===== config.mk =====
export PLATFORM = sky130hd
export DESIGN_NAME = segment_allocator_fit_policies
export DESIGN_NICKNAME = d
export VERILOG_FILES = /design/src/rtl/salfp_pkg.sv /design/src/rtl/salfp_cell.sv /design/src/rtl/salfp_scan.sv /design/src/rtl/segment_allocator_fit_policies.sv
export VERILOG_INCLUDE_DIRS = /design/src /design/src/rtl
export SDC_FILE = /design/constraint.sdc
export NUM_CORES = 2
export LEC_CHECK = 0
export BUFFER_PORTS_ARGS = -buffer_cell sky130_fd_sc_hd__clkbuf_2
export CAP_MARGIN = 30
export CORE_MARGIN = 2
export CORE_UTILIZATION = 60
export DETAILED_ROUTE_END_ITERATION = 8
export GPL_ROUTABILITY_DRIVEN = 0
export PLACE_DENSITY_LB_ADDON = 0.08
export RECOVER_POWER = 50
export SLEW_MARGIN = 0
export SYNTH_ARGS = -nofsm -noshare
export SYNTH_HDL_FRONTEND = slang
export SYNTH_SLANG_ARGS = --single-unit

===== constraint.sdc =====
create_clock -name clock -period 10.8 [get_ports clock]
set_input_delay 0 -clock clock [delete_from_list [all_inputs] [get_ports clock]]
set_output_delay 0 -clock clock [all_outputs]
set_load 0.05 [all_outputs]

===== src/rtl/segment_allocator_fit_policies_macros.svh =====
// ---------------------------------------------------------------------------
// Assertion macros for the segment allocator
// Clocked on clock, disabled while reset is high.
// ---------------------------------------------------------------------------
`ifndef SEGMENT_ALLOCATOR_FIT_POLICIES_MACROS_SVH
`define SEGMENT_ALLOCATOR_FIT_POLICIES_MACROS_SVH

// prop holds at every clock edge outside reset
`define SALFP_ASSERT(lbl, prop, msg) \
   lbl: assert property (@(posedge clock) disable iff (reset) (prop)) else $error(msg);

// ante at one edge implies cons at the next
`define SALFP_ASSERT_NEXT(lbl, ante, cons, msg) \
   lbl: assert property (@(posedge clock) disable iff (reset) (ante) |=> (cons)) \
      else $error(msg);

`endif


===== src/rtl/salfp_pkg.sv =====
// ---------------------------------------------------------------------------
// salfp_pkg
// Shared types and constants of the free-segment allocator.
// ---------------------------------------------------------------------------
`timescale 1ns / 1ps
`default_nettype none

package salfp_pkg;

   localparam int SEGMENTS  = 16;
   localparam int ADDR_BITS = 16;
   localparam int IDX_W     = $clog2(SEGMENTS);
   localparam int SIZE_W    = ADDR_BITS + 1;
   localparam int SUM_W     = ADDR_BITS + 2;

   localparam logic [SIZE_W-1:0] MEM_MAX    = SIZE_W'(1) << ADDR_BITS;
   localparam logic [SIZE_W-1:0] TOTAL_INIT = MEM_MAX;

   localparam logic [1:0] POLICY_FIRST = 2'd0;
   localparam logic [1:0] POLICY_BEST  = 2'd1;
   localparam logic [1:0] POLICY_WORST = 2'd2;

   localparam logic [1:0] STATUS_OK    = 2'd0;
   localparam logic [1:0] STATUS_NOFIT = 2'd1;
   localparam logic [1:0] STATUS_FULL  = 2'd2;
   localparam logic [1:0] STATUS_ZERO  = 2'd3;

   localparam logic KIND_ALLOC = 1'b0;
   localparam logic KIND_FREE  = 1'b1;

   localparam logic REG_POLICY = 1'b0;
   localparam logic REG_TOTAL  = 1'b1;

   typedef enum logic [2:0] {
      OP_HOLD,
      OP_PULL,
      OP_PUSH,
      OP_LOAD,
      OP_MARK
   } cell_op_type;

   typedef struct packed {
      logic                 valid;
      logic                 mark;
      logic [ADDR_BITS-1:0] start;
      logic [SIZE_W-1:0]    size;
   } seg_entry_type;

   typedef struct packed {
      logic                 kind;
      logic [ADDR_BITS-1:0] addr;
      logic [SIZE_W-1:0]    len;
   } xact_req_type;

   typedef struct packed {
      xact_req_type         req;
      logic                 found;
      logic [IDX_W-1:0]     pick;
      logic [ADDR_BITS-1:0] pstart;
      logic [SIZE_W-1:0]    psize;
      logic [SIZE_W-1:0]    score;
      logic [ADDR_BITS-1:0] mstart;
      logic [SIZE_W-1:0]    msize;
   } scan_res_type;

endpackage

`default_nettype wire


===== src/rtl/salfp_cell.sv =====
// ---------------------------------------------------------------------------
// salfp_cell
// One table entry; pulls from its right neighbor, pushes from its left.
// ---------------------------------------------------------------------------
`timescale 1ns / 1ps
`default_nettype none

module salfp_cell (
   input  wire                           clock,
   input  wire                           reset,
   input  salfp_pkg::cell_op_type        op,
   input  wire                           sel,
   input  salfp_pkg::seg_entry_type      prev_in,
   input  salfp_pkg::seg_entry_type      next_in,
   input  salfp_pkg::seg_entry_type      init_in,
   output salfp_pkg::seg_entry_type      ent
);

   salfp_pkg::seg_entry_type ent_ff;
   salfp_pkg::seg_entry_type ent_in;

   always_comb begin
      ent_in = ent_ff;
      case (op)
         salfp_pkg::OP_HOLD: ent_in = ent_ff;
         salfp_pkg::OP_PULL: ent_in = sel ? next_in : ent_ff;
         salfp_pkg::OP_PUSH: ent_in = prev_in;
         salfp_pkg::OP_LOAD: ent_in = init_in;
         salfp_pkg::OP_MARK: ent_in.mark = ent_ff.mark | sel;
         default:            ent_in = ent_ff;
      endcase
   end

   always_ff @(posedge clock) begin
      if (reset) begin
         ent_ff <= init_in;
      end else begin
         ent_ff <= ent_in;
      end
   end

   assign ent = ent_ff;

endmodule

`default_nettype wire


===== src/rtl/salfp_scan.sv =====
// ---------------------------------------------------------------------------
// salfp_scan
// Fit search and merge tracking over the entry at the head of the chain.
// ---------------------------------------------------------------------------
`timescale 1ns / 1ps
`default_nettype none

module salfp_scan (
   input  wire                           clock,
   input  wire                           clear,
   input  salfp_pkg::xact_req_type       req_new,
   input  wire                           step,
   input  wire [salfp_pkg::IDX_W-1:0]    idx,
   input  wire [1:0]                     policy,
   input  salfp_pkg::seg_entry_type      head,
   output logic                          head_mark,
   output salfp_pkg::scan_res_type       res
);

   salfp_pkg::scan_res_type res_ff;
   salfp_pkg::scan_res_type res_in;

   logic [salfp_pkg::SUM_W-1:0]  mend;
   logic [salfp_pkg::SUM_W-1:0]  head_end;
   logic [salfp_pkg::SUM_W-1:0]  msum;
   logic [salfp_pkg::SIZE_W-1:0] msat;
   logic [salfp_pkg::SIZE_W-1:0] diff;
   logic                         fits;
   logic                         take;
   logic                         hit_after;
   logic                         hit_before;

   always_comb begin
      mend = {2'b00, res_ff.req.addr} + {1'b0, res_ff.req.len};
      head_end = {2'b00, head.start} + {1'b0, head.size};
      msum = {1'b0, res_ff.msize} + {1'b0, head.size};
      msat = (msum > {1'b0, salfp_pkg::MEM_MAX}) ? salfp_pkg::MEM_MAX
                                                  : msum[salfp_pkg::SIZE_W-1:0];
      fits = head.valid && (head.size >= res_ff.req.len);
      diff = head.size - res_ff.req.len;
      take = !res_ff.found
         || (policy == salfp_pkg::POLICY_BEST  && diff < res_ff.score)
         || (policy == salfp_pkg::POLICY_WORST && diff > res_ff.score);
      hit_after  = {2'b00, head.start} == mend;
      hit_before = head_end == {2'b00, res_ff.mstart};
      head_mark = step && head.valid && (res_ff.req.kind == salfp_pkg::KIND_FREE)
         && (hit_after || hit_before);

      res_in = res_ff;
      if (clear) begin
         res_in.req    = req_new;
         res_in.found  = 1'b0;
         res_in.mstart = req_new.addr;
         res_in.msize  = req_new.len;
      end else if (step) begin
         if (res_ff.req.kind == salfp_pkg::KIND_ALLOC) begin
            if (fits && take) begin
               res_in.found  = 1'b1;
               res_in.pick   = idx;
               res_in.score  = diff;
               res_in.pstart = head.start;
               res_in.psize  = head.size;
            end
         end else if (head_mark) begin
            res_in.msize = msat;
            if (!hit_after) begin
               res_in.mstart = head.start;
            end
         end
      end
   end

   always_ff @(posedge clock) begin
      res_ff <= res_in;
   end

   assign res = res_ff;

endmodule

`default_nettype wire


===== src/rtl/segment_allocator_fit_policies.sv =====
// ---------------------------------------------------------------------------
// segment_allocator_fit_policies
// Free-segment table kept as a chain of cells, first/best/worst fit, merge.
// ---------------------------------------------------------------------------
// Zero length or out-of-memory free answers in the cycle after start.
// No fit or table full answers from the decide state after the scan rotates
// the chain once; other requests go on to compaction, which removes one
// marked entry per cycle and then pushes the new entry with the response.
// A new start is taken only while busy is low; busy is high from the scan until the response.
// Reset: table holds [0, 65536), first fit; rsp_strobe high one cycle, no stall.
`timescale 1ns / 1ps
`default_nettype none

`include "segment_allocator_fit_policies_macros.svh"

module segment_allocator_fit_policies (
   input  wire                                clock,
   input  wire                                reset,
   input  wire                                start,
   output logic                               busy,
   input  wire                                req_type,
   input  wire [salfp_pkg::ADDR_BITS-1:0]     req_block_address,
   input  wire [salfp_pkg::SIZE_W-1:0]        req_block_length,
   output logic                               rsp_strobe,
   output logic [1:0]                         rsp_status,
   output logic [salfp_pkg::ADDR_BITS-1:0]    rsp_grant_address,
   output logic [salfp_pkg::SIZE_W-1:0]       rsp_grant_length,
   input  wire                                psel,
   input  wire                                penable,
   input  wire                                pwrite,
   input  wire [2:0]                          paddr,
   input  wire [31:0]                         pwdata,
   output logic [31:0]                        prdata,
   output logic                               pready
);

   localparam int NS = salfp_pkg::SEGMENTS;

   typedef enum logic [1:0] {
      ST_IDLE,
      ST_SCAN,
      ST_DECIDE,
      ST_COMPACT
   } state_type;

   state_type                        state_ff;
   logic [salfp_pkg::IDX_W-1:0]      cnt_ff;
   logic [1:0]                       policy_ff;
   logic [salfp_pkg::SIZE_W-1:0]     total_ff;
   logic                             rsp_strobe_ff;
   logic [1:0]                       rsp_status_ff;
   logic [salfp_pkg::ADDR_BITS-1:0]  rsp_addr_ff;
   logic [salfp_pkg::SIZE_W-1:0]     rsp_len_ff;

   logic                             accept;
   logic                             wr_en;
   logic                             wr_total;
   logic [salfp_pkg::SIZE_W-1:0]     total_clamp;
   logic [salfp_pkg::SUM_W-1:0]      mend_in;
   salfp_pkg::xact_req_type          req_new;
   salfp_pkg::scan_res_type          res;
   logic                             head_mark;
   logic                             step;
   salfp_pkg::cell_op_type           op;
   salfp_pkg::seg_entry_type         ents [NS];
   salfp_pkg::seg_entry_type         init0;
   salfp_pkg::seg_entry_type         push_ent;
   salfp_pkg::seg_entry_type         last_next;
   salfp_pkg::seg_entry_type         rot_ent;
   logic [NS-1:0]                    sel;
   logic [NS-1:0]                    valid_vec;
   logic [NS-1:0]                    mark_vec;
   logic [NS-1:0]                    prefix;
   logic                             any_mark;
   logic [salfp_pkg::SIZE_W-1:0]     rest;
   logic                             need_push;

   assign busy    = (state_ff != ST_IDLE);
   assign accept  = start && !busy;
   assign pready  = 1'b1;
   assign wr_en   = psel && penable && pwrite;
   assign wr_total = wr_en && (paddr[2] == salfp_pkg::REG_TOTAL);
   assign prdata  = (paddr[2] == salfp_pkg::REG_TOTAL)
                  ? {{(32 - salfp_pkg::SIZE_W){1'b0}}, total_ff}
                  : {30'd0, policy_ff};

   always_comb begin
      total_clamp = pwdata[salfp_pkg::SIZE_W-1:0];
      if (total_clamp == '0) begin
         total_clamp = salfp_pkg::SIZE_W'(1);
      end else if (total_clamp > salfp_pkg::MEM_MAX) begin
         total_clamp = salfp_pkg::MEM_MAX;
      end
   end

   assign req_new.kind = req_type;
   assign req_new.addr = req_block_address;
   assign req_new.len  = req_block_length;
   assign mend_in = {2'b00, req_block_address} + {1'b0, req_block_length};
   assign step = (state_ff == ST_SCAN);

   salfp_scan u_scan (
      .clock     (clock),
      .clear     (accept),
      .req_new   (req_new),
      .step      (step),
      .idx       (cnt_ff),
      .policy    (policy_ff),
      .head      (ents[0]),
      .head_mark (head_mark),
      .res       (res)
   );

   always_comb begin
      init0.valid = 1'b1;
      init0.mark  = 1'b0;
      init0.start = '0;
      init0.size  = (wr_total && !reset) ? total_clamp : salfp_pkg::TOTAL_INIT;

      rest = res.psize - res.req.len;
      need_push = (res.req.kind == salfp_pkg::KIND_FREE) || (rest != '0);
      push_ent.valid = 1'b1;
      push_ent.mark  = 1'b0;
      if (res.req.kind == salfp_pkg::KIND_FREE) begin
         push_ent.start = res.mstart;
         push_ent.size  = res.msize;
      end else begin
         push_ent.start = salfp_pkg::ADDR_BITS'({1'b0, res.pstart} + res.req.len);
         push_ent.size  = rest;
      end

      rot_ent = ents[0];
      rot_ent.mark = ents[0].mark | head_mark;
      last_next = (state_ff == ST_SCAN) ? rot_ent : '0;

      for (int i = 0; i < NS; i++) begin
         valid_vec[i] = ents[i].valid;
         mark_vec[i]  = ents[i].mark;
      end
      prefix[0] = mark_vec[0];
      for (int i = 1; i < NS; i++) begin
         prefix[i] = prefix[i-1] | mark_vec[i];
      end
      any_mark = prefix[NS-1];

      op  = salfp_pkg::OP_HOLD;
      sel = '0;
      if (wr_total) begin
         op = salfp_pkg::OP_LOAD;
      end else begin
         case (state_ff)
            ST_SCAN: begin
               op  = salfp_pkg::OP_PULL;
               sel = '1;
            end
            ST_DECIDE: begin
               if (res.req.kind == salfp_pkg::KIND_ALLOC && res.found) begin
                  op = salfp_pkg::OP_MARK;
                  for (int i = 0; i < NS; i++) begin
                     sel[i] = (res.pick == salfp_pkg::IDX_W'(i));
                  end
               end
            end
            ST_COMPACT: begin
               if (any_mark) begin
                  op  = salfp_pkg::OP_PULL;
                  sel = prefix;
               end else if (need_push) begin
                  op = salfp_pkg::OP_PUSH;
               end
            end
            default: op = salfp_pkg::OP_HOLD;
         endcase
      end
   end

   for (genvar g = 0; g < NS; g++) begin : g_cell
      salfp_cell u_cell (
         .clock   (clock),
         .reset   (reset),
         .op      (op),
         .sel     (sel[g]),
         .prev_in ((g == 0) ? push_ent : ents[(g == 0) ? 0 : g - 1]),
         .next_in ((g == NS - 1) ? last_next : ents[(g == NS - 1) ? g : g + 1]),
         .init_in ((g == 0) ? init0 : salfp_pkg::seg_entry_type'('0)),
         .ent     (ents[g])
      );
   end

   always_ff @(posedge clock) begin
      if (reset) begin
         state_ff      <= ST_IDLE;
         cnt_ff        <= '0;
         policy_ff     <= salfp_pkg::POLICY_FIRST;
         total_ff      <= salfp_pkg::TOTAL_INIT;
         rsp_strobe_ff <= 1'b0;
         rsp_status_ff <= salfp_pkg::STATUS_OK;
         rsp_addr_ff   <= '0;
         rsp_len_ff    <= '0;
      end else begin
         rsp_strobe_ff <= 1'b0;
         if (wr_en) begin
            if (paddr[2] == salfp_pkg::REG_TOTAL) begin
               total_ff <= total_clamp;
            end else begin
               policy_ff <= pwdata[1:0];
            end
         end
         case (state_ff)
            ST_IDLE: begin
               if (accept) begin
                  cnt_ff <= '0;
                  if (req_block_length == '0) begin
                     rsp_strobe_ff <= 1'b1;
                     rsp_status_ff <= salfp_pkg::STATUS_ZERO;
                     rsp_addr_ff   <= '0;
                     rsp_len_ff    <= '0;
                  end else if (req_type == salfp_pkg::KIND_FREE
                               && mend_in > {1'b0, total_ff}) begin
                     rsp_strobe_ff <= 1'b1;
                     rsp_status_ff <= salfp_pkg::STATUS_NOFIT;
                     rsp_addr_ff   <= '0;
                     rsp_len_ff    <= '0;
                  end else begin
                     state_ff <= ST_SCAN;
                  end
               end
            end
            ST_SCAN: begin
               cnt_ff <= cnt_ff + 1'b1;
               if (cnt_ff == salfp_pkg::IDX_W'(NS - 1)) begin
                  state_ff <= ST_DECIDE;
               end
            end
            ST_DECIDE: begin
               if (res.req.kind == salfp_pkg::KIND_ALLOC && !res.found) begin
                  rsp_strobe_ff <= 1'b1;
                  rsp_status_ff <= salfp_pkg::STATUS_NOFIT;
                  rsp_addr_ff   <= '0;
                  rsp_len_ff    <= '0;
                  state_ff      <= ST_IDLE;
               end else if (res.req.kind == salfp_pkg::KIND_FREE
                            && ents[NS-1].valid && !any_mark) begin
                  rsp_strobe_ff <= 1'b1;
                  rsp_status_ff <= salfp_pkg::STATUS_FULL;
                  rsp_addr_ff   <= '0;
                  rsp_len_ff    <= '0;
                  state_ff      <= ST_IDLE;
               end else begin
                  state_ff <= ST_COMPACT;
               end
            end
            ST_COMPACT: begin
               if (!any_mark) begin
                  rsp_strobe_ff <= 1'b1;
                  rsp_status_ff <= salfp_pkg::STATUS_OK;
                  if (res.req.kind == salfp_pkg::KIND_FREE) begin
                     rsp_addr_ff <= '0;
                     rsp_len_ff  <= res.msize;
                  end else begin
                     rsp_addr_ff <= res.pstart;
                     rsp_len_ff  <= res.req.len;
                  end
                  state_ff <= ST_IDLE;
               end
            end
            default: state_ff <= ST_IDLE;
         endcase
      end
   end

   assign rsp_strobe        = rsp_strobe_ff;
   assign rsp_status        = rsp_status_ff;
   assign rsp_grant_address = rsp_addr_ff;
   assign rsp_grant_length  = rsp_len_ff;

   `SALFP_ASSERT(a_valid_packed, step || ((valid_vec & (valid_vec + 1'b1)) == '0), "valid entries not packed")
   `SALFP_ASSERT(a_mark_valid, (mark_vec & ~valid_vec) == '0, "mark on empty entry")
   `SALFP_ASSERT_NEXT(a_accept_progress, accept, busy || rsp_strobe, "accepted transaction lost")

endmodule

`default_nettype wire


==> results.md <==
* Outcome: complete, but fails checks
* Failing checks: max-capacitance violations, max-slew violations
* Post-synth cell types at 100
* Max-cap violations at 9
* P&R area growth vs syn at 8.96%
* Vias in the first global route at 30400
* Fmax at 122 MHz
* Mapped Area at 39300 sq um
* Syn. warnings at 0
* Die area at 67600 sq um
* Synth cell count leaders: dfxtp_1 (605), nor2_1 (525), mux2i_1 (457)
* Global route overflow at 0
* Arrival @ worst endpoint at 8480 ps
* Largest net degree at the start of global routing at 228
* Logic gate share of total power at 0.277
* Max VDD drop at 0.141 mV
* Cts repair resizes at 0
* DR vias/cell at 6.42
* First-pass GRT wire length at 182 mm
* Clock buffers created by TritonCTS at 79
* Reg2reg start: u_scan.res[89]$_DFFE_PP_
* Dpl ws at 4550 ps
* Initial antenna violation count at 2
* Dominant cell type by area after synthesis: dfxtp_1
* Final ANT Viol Nets at 0
* Max_slew headroom at -1.68
* GR Util All Layers at 0.349
* Synthesized instance count at 4162
* Final wirelength at 120 mm
* Worst Hold Depth at 4
* Post-DP HPWL at 76.4 mm
* Worst Path Max Fanout at 42
* Core Region at 64600 sq um
* Final nets at 4390
* CTS Root Cell: clkbuf_16
* Worst r2r path cells at 15
* Initial core utilization at 0.609
* Reg area at 16300 sq um
* CTS tree: built
* Clock buffer depth at 3
* Skew-Pair Late Insertion Delay at 640 ps
* Clock share of power at 0.332
* Hold path start: penable
* Part of the cycle the worst path needs at 0.759
* Seq/Total Area, Yosys at 0.413
* Sw Ratio at 0.343
* Clock skew at 20.6 ps
* Net Sw Power at 2.86 mW
* Slew @ Worst Pin at 4020 ps
* Required @ worst endpoint at 11090 ps
* Port Buffers at 111
* Clock Sinks at 743
* Footprint of the multi-input gates at 20900 sq um
* Count of final setup violators at 0
* Critical Path Start Type: flop
* Sequential power share at 0.391
* Seq cells post-synth at 743
* DR WL/cell at 23.5 um
* Fillers at 5375
* PwrDens at 195 nW/um^2
* Total number of vias at 32600
* Fin crit period at 8190 ps
* Crit end category: flop
* Initial drt markers at 3486
* Synth async-reset ratio at 0
* Die height at 260 um
* Final Worst Setup Slack at 2610 ps
* Finished Layout Cells at 5078
* Leading post-synthesis cells by cell area: dfxtp_1 (31%), mux2i_1 (12%), edfxtp_1 (11%)
* DRC violations left at 0
* Avg Cell Area, Syn at 9.45 sq um
* Standard-cell row count at 93
* H-tree levels at 3
* DR pass1 iterations at 9
* Post-synth EDFFs at 138
* Top cell type's share of synthesized area at 0.308
* Fin Setup TNS at 0 ps
* Static leakage at 17.3 nW
* Share of cells above drive strength 1 at 0.0621
* Final Core Density at 0.664
* CTS Hold Bufs at 57
* Cell Int Power at 5.50 mW
* Pins Over Slew Limit at 394
* Post-CTS Setup Bufs at 0
* Critical path type: flop to flop
* RSZ-0062 raised after global routing: false
* Hold crit path type: input pin to flop
* Hold WS at 86.1 ps
* Clock slew at reported path FFs at 60 ps
* Inst Count DP at 4874
* Final hold vios at 0
* Count leader, synth: dfxtp_1
* Top_reg_cell synth: dfxtp_1
* Crit path from: u_scan.res[89]$_DFFE_PP_
* Die width at 260 um
* # IOs at 145
==> through the flow <==
| step | total power, mW | area, sq um |
|---|---|---|
| 6_report | 8.36 | 42900 |
| 4_1_cts | 8.34 | 43100 |
| 3_3_place_gp | 5.55 | 39800 |
| 3_5_place_dp | 5.57 | 39800 |
| 5_1_grt | 8.68 | 42800 |
| 2_1_floorplan | 4.92 | 39400 |
==> layer usage <==
layer	up-vias	part of all wire	track usage	wire length, um
li1	15400	-	-	-
met1	15500	0.42	0.472	50500
met2	1357	0.43	0.525	51600
met3	351	0.081	0.0518	9640
met4	0	0.066	0.216	7890
met5	-	0	0	0
==> path summary, 6_finish.rpt <==
path / end / slack (ps)
min: total_ff[16]$_SDFFE_PP1P_ / 90
max: g_cell[11].u_cell.ent[11]$_SDFFE_PP0P_ / 2610
max reg2reg: g_cell[11].u_cell.ent[11]$_SDFFE_PP0P_ / 2610
min reg2reg: g_cell[15].u_cell.ent[18]$_SDFFE_PP0P_ / 450
==> cells in the final DEF, fill, tap and decap left out, drive strengths merged, types with 34 or more instances in the layout <==
cell type / synthesis / layout
a211oi: 431 / 431
a21o: 44 / 44
a21oi: 133 / 133
a221oi: 50 / 50
a22o: 34 / 34
a31oi: 35 / 35
a32oi: 35 / 35
clkbuf: 139 / 249
dfxtp: 605 / 605
dlygate4sd3: 0 / 57
edfxtp: 138 / 138
ha: 149 / 149
inv: 141 / 146
mux2i: 457 / 457
nand2: 270 / 270
nand3: 64 / 64
nor2: 531 / 531
nor3: 53 / 53
o211ai: 51 / 51
o21ai: 131 / 131
o2bb2ai: 36 / 36
xnor2: 68 / 68
xor2: 36 / 36
==> sequential cells by signal (all words and copies together) (netlist names) <==
name	count
rsp_status	2
cnt_ff	4
policy_ff	2
total_ff	17
u_scan.res	122
g_cell.u_cell.ent	560
rsp_grant_address	16
state_ff	2
rsp_grant_length	17
rsp_strobe	1
==> power by group through the flow <==
| stage | Sequential [mW] | Combinational, mW | Clock (mW) |
|---|---|---|---|
| detailed placement | 3.31 | 2.26 | 0 |
| global route | 3.28 | 2.50 | 2.91 |
| finish | 3.27 | 2.32 | 2.78 |
| CTS | 3.25 | 2.29 | 2.80 |
| global placement | 3.31 | 2.24 | 0 |
| floorplan | 3.23 | 1.69 | 0 |
==> layout make-up <==
class | count | area share
clock buffer | 118 | 0.0546
clock inverter | 25 | 0.00704
inverter | 142 | 0.0124
timing repair buffer | 221 | 0.0328
sequential | 743 | 0.379
multi-input combinational | 2972 | 0.489
antenna | 2 | 0.000117
tap | 855 | 0.0250
==> cells by family after synthesis <==
family	Yosys count	synth area share
AND/OR/NAND/NOR	1098	0.125
AO/OA/AOI/OAI	1136	0.212
buffers and inverters	461	0.0567
other	2	0.000191
multiplexers	462	0.118
flip-flops	743	0.413
XOR/XNOR	104	0.0232
adder cells (fa/ha/maj)	156	0.0510
==> critical path, cell delays in order, from the launching register on <==
cell and delay [ps]:
edfxtp_1 540, inv_1 290, ha_1 290, nand2b_1 90, a31oi_1 170, o21ai_0 650
a211oi_1 180, a211o_1 310, a21oi_1 170, xor2_1 160, clkbuf_1 530, a41oi_1 250
clkbuf_1 1320, nor3b_4 520, clkbuf_1 1960, a221oi_1 370
(Power assumes the default switching activity.)
